### config.mk
export PLATFORM = sky130hd
export DESIGN_NAME = onewire_rom_search
export DESIGN_NICKNAME = d
export VERILOG_FILES = /design/src/rtl/ows_pkg.sv /design/src/rtl/onewire_rom_search.sv
export SDC_FILE = /design/constraint.sdc
export NUM_CORES = 1
export LEC_CHECK = 0
export ABC_AREA = 1
export BUFFER_PORTS_ARGS = -buffer_cell sky130_fd_sc_hd__buf_2
export CAP_MARGIN = 20
export CORE_MARGIN = 2
export CORE_UTILIZATION = 60
export CTS_CLUSTER_SIZE = 12
export DETAILED_ROUTE_END_ITERATION = 6
export GPL_TIMING_DRIVEN = 0
export PLACE_DENSITY = 0.8
export SYNTH_ARGS = -nofsm -noshare
export SYNTH_HDL_FRONTEND = slang
export SYNTH_SLANG_ARGS = --single-unit
### constraint.sdc
create_clock -name clk_i -period 3.2 [get_ports clk_i]
set_input_delay 0.32 -clock clk_i [delete_from_list [all_inputs] [get_ports clk_i]]
set_output_delay 0.32 -clock clk_i [all_outputs]
set_load 0.02 [all_outputs]
### src/rtl/ows_pkg.sv
// shared constants of the 1-wire search-rom decision core
package ows_pkg;

  // fixed field widths
  localparam int StatusW = 3;
  localparam int PosOutW = 6;

  // result status codes
  localparam logic [StatusW-1:0] StContinue = 3'd0;
  localparam logic [StatusW-1:0] StFound    = 3'd1;
  localparam logic [StatusW-1:0] StFinished = 3'd2;
  localparam logic [StatusW-1:0] StNoPres   = 3'd3;
  localparam logic [StatusW-1:0] StNoResp   = 3'd4;
  localparam logic [StatusW-1:0] StIgnored  = 3'd5;

  // request opcodes
  localparam logic OpStart = 1'b0;
  localparam logic OpPair  = 1'b1;

endpackage

### src/rtl/onewire_rom_search.sv
// 1-wire search-rom decision core: takes a start request or one received bit pair per
// request and answers with exactly one result (status, direction bit to write, the rom
// code built so far and the search position). Each request is captured in an input
// register and then decided into the result register, where it stays until taken;
// one request per cycle is sustained while the receiver takes every result. While a
// result waits to be taken one further request is held in the input register, after
// which the input stalls until the result is taken. A pass runs over CODE_BITS
// positions; after the last one the found code is reported with the device-found
// status and the fork record moves on to the next pass.
module onewire_rom_search #(
  parameter int CODE_BITS = 64
) (
  input  logic                        clk_i,
  input  logic                        rst_ni,
  input  logic                        in_valid_i,
  output logic                        in_ready_o,
  input  logic                        opcode_i,
  input  logic                        restart_i,
  input  logic                        presence_i,
  input  logic                        id_bit_i,
  input  logic                        complement_bit_i,
  output logic                        out_valid_o,
  input  logic                        out_ready_i,
  output logic [ows_pkg::StatusW-1:0] status_o,
  output logic                        write_bit_o,
  output logic [CODE_BITS-1:0]        rom_code_o,
  output logic [ows_pkg::PosOutW-1:0] bit_position_o
);
  import ows_pkg::*;

  localparam int PosW = $clog2(CODE_BITS);
  localparam logic [PosW-1:0] LastPos = PosW'(CODE_BITS - 1);

  // input stage
  logic s1_valid_q, s1_valid_d;
  logic s1_opcode_q, s1_restart_q, s1_presence_q, s1_id_q, s1_cmp_q;

  // search state
  logic [CODE_BITS-1:0] rom_q, rom_d;
  logic [PosW-1:0]      lf_q, lf_d;
  logic                 lfv_q, lfv_d;
  logic [PosW-1:0]      nf_q, nf_d;
  logic                 nfv_q, nfv_d;
  logic [PosW-1:0]      pos_q, pos_d;
  logic                 in_pass_q, in_pass_d;

  // result of the decision
  logic [StatusW-1:0]   res_status;
  logic                 res_wbit;
  logic [PosOutW-1:0]   res_pos;
  logic                 dir;

  logic out_valid_q;
  logic out_load;
  logic s1_fire;
  logic in_fire;

  // handshake control
  assign out_load   = !out_valid_q || out_ready_i;
  assign s1_fire    = s1_valid_q && out_load;
  assign in_ready_o = !s1_valid_q || out_load;
  assign in_fire    = in_valid_i && in_ready_o;

  always_comb begin
    s1_valid_d = s1_valid_q;
    if (in_fire) begin
      s1_valid_d = 1'b1;
    end else if (s1_fire) begin
      s1_valid_d = 1'b0;
    end
  end

  always_ff @(posedge clk_i or negedge rst_ni) begin
    if (!rst_ni) begin
      s1_valid_q <= 1'b0;
    end else begin
      s1_valid_q <= s1_valid_d;
    end
  end

  // input payload register
  always_ff @(posedge clk_i) begin
    if (in_fire) begin
      s1_opcode_q   <= opcode_i;
      s1_restart_q  <= restart_i;
      s1_presence_q <= presence_i;
      s1_id_q       <= id_bit_i;
      s1_cmp_q      <= complement_bit_i;
    end
  end

  // search decision for the captured request
  always_comb begin
    rom_d      = rom_q;
    lf_d       = lf_q;
    lfv_d      = lfv_q;
    nf_d       = nf_q;
    nfv_d      = nfv_q;
    pos_d      = pos_q;
    in_pass_d  = in_pass_q;
    res_status = StContinue;
    res_wbit   = 1'b0;
    res_pos    = PosOutW'(pos_q);
    dir        = 1'b0;

    if (s1_opcode_q == OpStart) begin
      res_pos   = '0;
      in_pass_d = 1'b0;
      if (s1_restart_q) begin
        rom_d = '0;
        lf_d  = '0;
        lfv_d = 1'b0;
      end
      if (!s1_restart_q && !lfv_q) begin
        res_status = StFinished;
      end else if (!s1_presence_q) begin
        res_status = StNoPres;
      end else begin
        in_pass_d = 1'b1;
        pos_d     = '0;
        nf_d      = '0;
        nfv_d     = 1'b0;
      end
    end else if (!in_pass_q) begin
      res_status = StIgnored;
    end else if (s1_id_q && s1_cmp_q) begin
      // nobody answered
      in_pass_d  = 1'b0;
      res_status = StNoResp;
    end else begin
      if (!s1_id_q && !s1_cmp_q) begin
        // fork: follow the record of the previous pass
        if (lfv_q && pos_q == lf_q) begin
          dir = 1'b1;
        end else if (!lfv_q || pos_q > lf_q) begin
          dir   = 1'b0;
          nf_d  = pos_q;
          nfv_d = 1'b1;
        end else begin
          dir = rom_q[pos_q];
          if (!dir) begin
            nf_d  = pos_q;
            nfv_d = 1'b1;
          end
        end
      end else begin
        dir = s1_id_q;
      end
      rom_d[pos_q] = dir;
      res_wbit     = dir;
      if (pos_q == LastPos) begin
        lf_d       = nf_d;
        lfv_d      = nfv_d;
        in_pass_d  = 1'b0;
        res_status = StFound;
      end else begin
        pos_d = pos_q + 1'b1;
      end
    end
  end

  // search state registers
  always_ff @(posedge clk_i or negedge rst_ni) begin
    if (!rst_ni) begin
      rom_q     <= '0;
      lf_q      <= '0;
      lfv_q     <= 1'b0;
      nf_q      <= '0;
      nfv_q     <= 1'b0;
      pos_q     <= '0;
      in_pass_q <= 1'b0;
    end else if (s1_fire) begin
      rom_q     <= rom_d;
      lf_q      <= lf_d;
      lfv_q     <= lfv_d;
      nf_q      <= nf_d;
      nfv_q     <= nfv_d;
      pos_q     <= pos_d;
      in_pass_q <= in_pass_d;
    end
  end

  // result valid flag
  always_ff @(posedge clk_i or negedge rst_ni) begin
    if (!rst_ni) begin
      out_valid_q <= 1'b0;
    end else if (out_load) begin
      out_valid_q <= s1_valid_q;
    end
  end

  // result payload register
  always_ff @(posedge clk_i) begin
    if (s1_fire) begin
      status_o       <= res_status;
      write_bit_o    <= res_wbit;
      rom_code_o     <= rom_d;
      bit_position_o <= res_pos;
    end
  end

  assign out_valid_o = out_valid_q;

endmodule

Yosys cells after proc, flatten, opt, wreduce, memory -nomap -nowiden
Index checks and enable logic that the tools add are counted.

storage, ports and cells
  flip-flop bits (word level) = 166
  word-level logic and storage cells = 115

cells by class
  add/sub/neg operators = 1
  $lt $le $gt $ge = 3
  equality and inequality tests = 7
  multiplexer cells = 61
  bitwise gates (word level) = 2
  reduce and logical (&&, ||, !) cells = 23

operators with widths
  kind                   count
  $mux W64               4
  $mux W6                18
  $bwmux W64             1
  $mux W1                31
  $reduce_and A5 Y1      2
  $mux W3                3
  $logic_and A1 B1 Y1    7
  $lt A6 B7 Y1 const B   1
  $add A6 B1 Y6 const B  1
  $bmux W1 S6            1
  $demux W1 S6           1
  $eq A6 B6 Y1           1
  $eq A6 B6 Y1 const B   1
  $ge A6 B1 Y1 const B   1
  $gt A6 B6 Y1           1
  $logic_not A1 Y1       6
  $ne A2 B2 Y1 const B   3
  $reduce_and A6 Y1      1
  $reduce_bool A2 Y1     3
  $mux W2                2
  $ne A2 B1 Y1 const B   2
  $logic_or A1 B1 Y1     3
  $reduce_or A3 Y1       1
  $not A1 Y1             2

Logic depth before layout (Yosys ltp)
  depth after elaboration = 12
  gate-level depth with buffers = 20
  gate-level depth less buffers = 16

Worst setup path before layout
Ideal clock, no wire load.

  kind = reg2reg
  from = reg out_valid_q (netlist: out_valid_o)
  to = reg bit_position_o[0] (netlist name) (enable)
  arrival = 1.754 ns
  slack = 1.045 ns
  stages on the path, launching flop included = 5
  path buffers = 1
  period minus slack after synthesis = 2.155 ns
  path through = dfrtp_1 > nand2_1 > nand2_1 > inv_1 > buf_2

between the ends
  word-level cells in the longest chain between the ends = 3

ends and longest elaborated chain
  element                 line                       RTL
  start, declared         onewire_rom_search.sv:53   logic out_valid_q;
  start signal, assigned  onewire_rom_search.sv:188  out_valid_q <= s1_valid_q;
  $logic_not A1 Y1        onewire_rom_search.sv:59   assign out_load = !out_valid_q || out_ready_i;
  $logic_or A1 B1 Y1      onewire_rom_search.sv:59
  $logic_and A1 B1 Y1     onewire_rom_search.sv:60   assign s1_fire = s1_valid_q && out_load;
  via s1_fire             onewire_rom_search.sv:55   logic s1_fire;
  end signal, assigned    onewire_rom_search.sv:198  bit_position_o <= res_pos;
  end, declared           onewire_rom_search.sv:27   output logic [ows_pkg::PosOutW-1:0] bit_position_o

The timed path passes the listed nets, and every way through them passes these cells.
A chain may end at the register's enable or synchronous reset.

Worst setup path in the final report
  from = reg pos_q[0]
  to = reg rom_code_o[56] (data pin)

between the ends
  word-level cells in the longest chain between the ends = 12
  elaborated cells between the ends (all ways) = 21
  classes of those cells = order compare (3); eq/ne (1); mux (14); reduce/logical (3)

ends and longest elaborated chain
  element                                                                     line                                                  RTL
  start, declared                                                             onewire_rom_search.sv:44                              logic [PosW-1:0] pos_q, pos_d;
  start signal, assigned                                                      onewire_rom_search.sv:178                             pos_q <= pos_d;
  $bmux W1 S6 / $gt A6 B6 Y1 (equally long branches)                          onewire_rom_search.sv:140, onewire_rom_search.sv:135
  $mux W1 (not written as such) / $logic_or A1 B1 Y1 (equally long branches)  onewire_rom_search.sv:140, onewire_rom_search.sv:135
  $mux W1                                                                     onewire_rom_search.sv:135                             end else if (!lfv_q || pos_q > lf_q) begin
  $mux W1                                                                     onewire_rom_search.sv:133                             if (lfv_q && pos_q == lf_q) begin
  $mux W1                                                                     onewire_rom_search.sv:131                             if (!s1_id_q && !s1_cmp_q) begin
  $mux W1                                                                     onewire_rom_search.sv:126                             end else if (s1_id_q && s1_cmp_q) begin
  $mux W1                                                                     onewire_rom_search.sv:124                             end else if (!in_pass_q) begin
  $mux W1                                                                     onewire_rom_search.sv:106                             if (s1_opcode_q == OpStart) begin
  $bwmux W64 (*)                                                              onewire_rom_search.sv:149                             rom_d[pos_q] = dir;
  $mux W64 (*)                                                                onewire_rom_search.sv:126
  $mux W64 (*)                                                                onewire_rom_search.sv:124
  $mux W64 (*)                                                                onewire_rom_search.sv:106
  via rom_d[56]                                                               onewire_rom_search.sv:39                              logic [CODE_BITS-1:0] rom_q, rom_d;
  end signal, assigned                                                        onewire_rom_search.sv:197                             rom_code_o <= rom_d;
  end, declared                                                               onewire_rom_search.sv:26                              output logic [CODE_BITS-1:0] rom_code_o,

The timed path passes the listed nets; every way through them passes the cells marked *. The select of a mux whose other input is x is not followed.

==> results.py <==
metrics = {
    "sta": {
        "setup_violations": 0,
        "fmax_mhz": 362.4,
        "finalClockSkew_ns": 0.007231,
        "slew-limit-headroom_pct": 47.12,
        "hold_violations": 0,
        "drv_slew": 0,
        "whs_ns": 0.06177,
        "worst_pin_slew_ns": 0.7932,
        "setup_tns_ns": 0,
        "finalCriticalPeriod_ns": 2.759,
        "fin_crit_sh_pct": 86.23,
        "rsz0062_at_grt": "false",
    },
    "placed_design": {
        "gp_congestion": 0.9839,
        "dp_hpwl_mm": 17.86,
        "placed_area_sq_um": 9824,
        "dp_cells": 1517,
        "portBuffers": 84,
    },
    "power": {
        "leakage_uw": 0.005080,
        "power_uw": 6845,
        "peakVddDrop_uv": 401.7,
        "p_per_area_nw_per_um2": 655.8,
    },
    "logic_synthesis": {
        "ys_warn_count": 0,
        "syn_nets": 1259,
        "ys_types": 30,
        "seq_area_frac_synth_pct": 49.90,
        "netlist_area_sq_um": 9116,
        "synthCells": 1243,
        "syn_area_per_cell_sq_um": 7.334,
        "ys_ff_latch": 166,
        "synth_edf_count": 79,
        "ys.flop_type": "dfrtp_1",
        "async_flop_share_pct": 52.41,
    },
    "worst_setup_path": {
        "worst-path-max-fanout": 10,
        "worstPathCellList": "buf_4 -> clkinv_2 -> buf_6 -> nand2_1 -> nand3_1 -> nand2_1 -> o21ai_1 -> nand2_1 -> nor2_1 -> nand2_2 -> nand2_4 -> nand2_2 -> nand2_2 -> buf_12 -> buf_6 -> nand2_1 -> nand2_1 -> nand2_1",
        "critPathCapture": "rom_code_o[56]$_DFFE_PP_",
        "cp.arrival_ns": 2.94,
        "rrSetupSlack_ns": 0.44,
        "crit_start": "pos_q[0]$_DFFE_PN0P_",
        "end_kind": "register",
        "slowest_stage": "dfrtp_1",
        "crit-reg2reg-launch": "pos_q[0]$_DFFE_PN0P_",
        "path_class": "reg -> reg",
        "cpMostUsedCell": "nand2_1",
        "r2r-end": "rom_code_o[56]$_DFFE_PP_",
        "worstRegToRegCells": 18,
        "crit_path_start_kind": "register",
        "crit_family": "simple AND/OR/NAND/NOR gates",
        "critPathRequiredTime_ns": 3.38,
        "worst-path-stages": 18,
        "slowest_delay_ns": 0.38,
        "crit_buf_inv": 5,
    },
    "clocking": {
        "cts_tree": "built",
        "hold_buffers": 1,
        "cts_made_buffers": 17,
        "clkSinkCount": 166,
        "ctsRootBufferMaster": "clkbuf_16",
        "h-tree-depth": 4,
        "clock_path_buffers": 2,
        "ctsResizeCount": 0,
        "cts_setup_buffers": 0,
        "clkSlewWorstSetupHoldPaths_ns": 0.06,
        "clock_latency_ns": 0.44,
    },
    "hold_path": {
        "hp-class": "in -> reg",
    },
    "floorplan": {
        "die_w_um": 127.3,
        "pin_count": 85,
        "start_util_pct": 60.64,
        "rows": 45,
        "floorplan.die_area_sq_um": 16200,
        "core_sq_um": 15030,
        "die_y_um": 127.3,
    },
    "global_route": {
        "globalRoute.totalOverflow": 0,
        "grt_pass1_vias": 8147,
        "grt_max_degree": 46,
        "gr-usage-all-layers_pct": 34.57,
        "antenna_found_initial": 0,
        "grt_pass1_wl_mm": 42.66,
    },
    "layout": {
        "postLayoutCellArea_sq_um": 10440,
        "area_delta_synth_final_pct": 14.51,
        "layout_commonest_cell": "nand2_1",
        "diodes": 0,
        "layout-drive-gt1-share_pct": 11.38,
        "layoutNonFillerInstCount": 1550,
        "nets": 1365,
        "mostFrequentLayoutCells": "nand2_1, nor2_1, inv_1, nand3_1, buf_2",
    },
    "routing": {
        "wl_per_cell_um": 17.35,
        "routed_wl_mm": 26.89,
        "first_iter_violations": 974,
        "avgViaCountPerCell": 5.654,
        "routed-via-count": 8763,
        "drc": 0,
        "final_antenna_net_count": 0,
        "first_pass_iters": 6,
    },
    "run_status": {
        "status": "completed",
    },
    "flow_run": {
        "maxCapViolations": 0,
    },
}
==> cell usage after synthesis, types with 10 or more instances <==
library cell	number	area [sq um]
o21ai_0	16	80.08
inv_1	116	435.4
buf_2	13	65.06
o21a_1	10	75.07
nand4_1	18	112.6
nand2_1	497	1866
edfxtp_1	79	2372
dfrtp_1	87	2177
nor3_1	13	65.06
clkbuf_1	34	127.6
nor2_1	196	735.7
nand3_1	106	530.5
a21oi_1	10	50.05
==> state kept, by name, summed over array words and instances, names as in the netlist <==
| register | cells |
|---|---|
| lf_q | 6 |
| pos_q | 6 |
| s1_restart_q | 1 |
| s1_opcode_q | 1 |
| s1_id_q | 1 |
| nfv_q | 1 |
| rom_q | 64 |
| out_valid_o | 1 |
| rom_code_o | 64 |
| in_pass_q | 1 |
| lfv_q | 1 |
| s1_valid_q | 1 |
| nf_q | 6 |
| status_o | 3 |
| s1_cmp_q | 1 |
| write_bit_o | 1 |
| bit_position_o | 6 |
| s1_presence_q | 1 |
==> how the worst min path moves through the flow <==
stage | start | end | slack, ns | cells after the start
2_1_floorplan | rst_ni | in_pass_q$_DFFE_PN0P_ | 0.02 | 0
3_3_place_gp | complement_bit_i | s1_cmp_q$_DFFE_PP_ | 0.50 | 1
3_5_place_dp | rst_ni | rom_q[52]$_DFFE_PN0P_ | 0.37 | 1
4_1_cts | id_bit_i | s1_id_q$_DFFE_PP_ | 0.05 | 1
5_1_grt | presence_i | s1_presence_q$_DFFE_PP_ | 0.04 | 1
6_report | id_bit_i | s1_id_q$_DFFE_PP_ | 0.06 | 1
==> metrics by stage <==
step | setup WS (ns) | util [%]
6_report | 0.4408 | 69.44
5_1_grt | 0.2906 | 69.44
4_1_cts | 0.5238 | 69.44
3_5_place_dp | 0.5533 | 65.35
3_3_place_gp | 0.5748 | 65.00
2_1_floorplan | 1.045 | -
==> layout make-up <==
cell class	instances	area [sq um]
Clock inverter	10	120.1
Inverter	121	455.4
Multi-Input combinational cell	898	3794
Clock buffer	22	484.2
Sequential cell	166	4549
Buffer	58	320.3
Timing Repair Buffer	87	480.5
Tap cell	188	235.2
Fill cell	1258	4594
==> report_power, final <==
part           total [uW]  switching, uW  leakage [uW]  internal, uW
clock                2100            861      0.000293          1230
sequential           2630            109       0.00198          2530
combinational        2110           1530       0.00281           584
total                6850           2500       0.00508          4340
==> logic make-up (layout without fill, tap and decap cells) <==
kind of cell,count (synthesis),count (layout),share of synthesized area [%]
and+or+nand+nor,842,842,37.47
buffers and inverters,179,298,8.482
DFF,166,166,49.90
AOI/OAI and AO/OA,49,49,3.184
adders and majority gates,7,7,0.9607
==> metal layers <==
layer / vias to the layer above / GRT usage [%] / share of wire [%]
li1: 4105 / - / -
met1: 4000 / 45.36 / 39
met2: 540 / 52.82 / 45
met3: 118 / 9.380 / 11
met4: 0 / 18.36 / 5.1
met5: - / 0 / 0
Power figures use the tool's default switching activity.
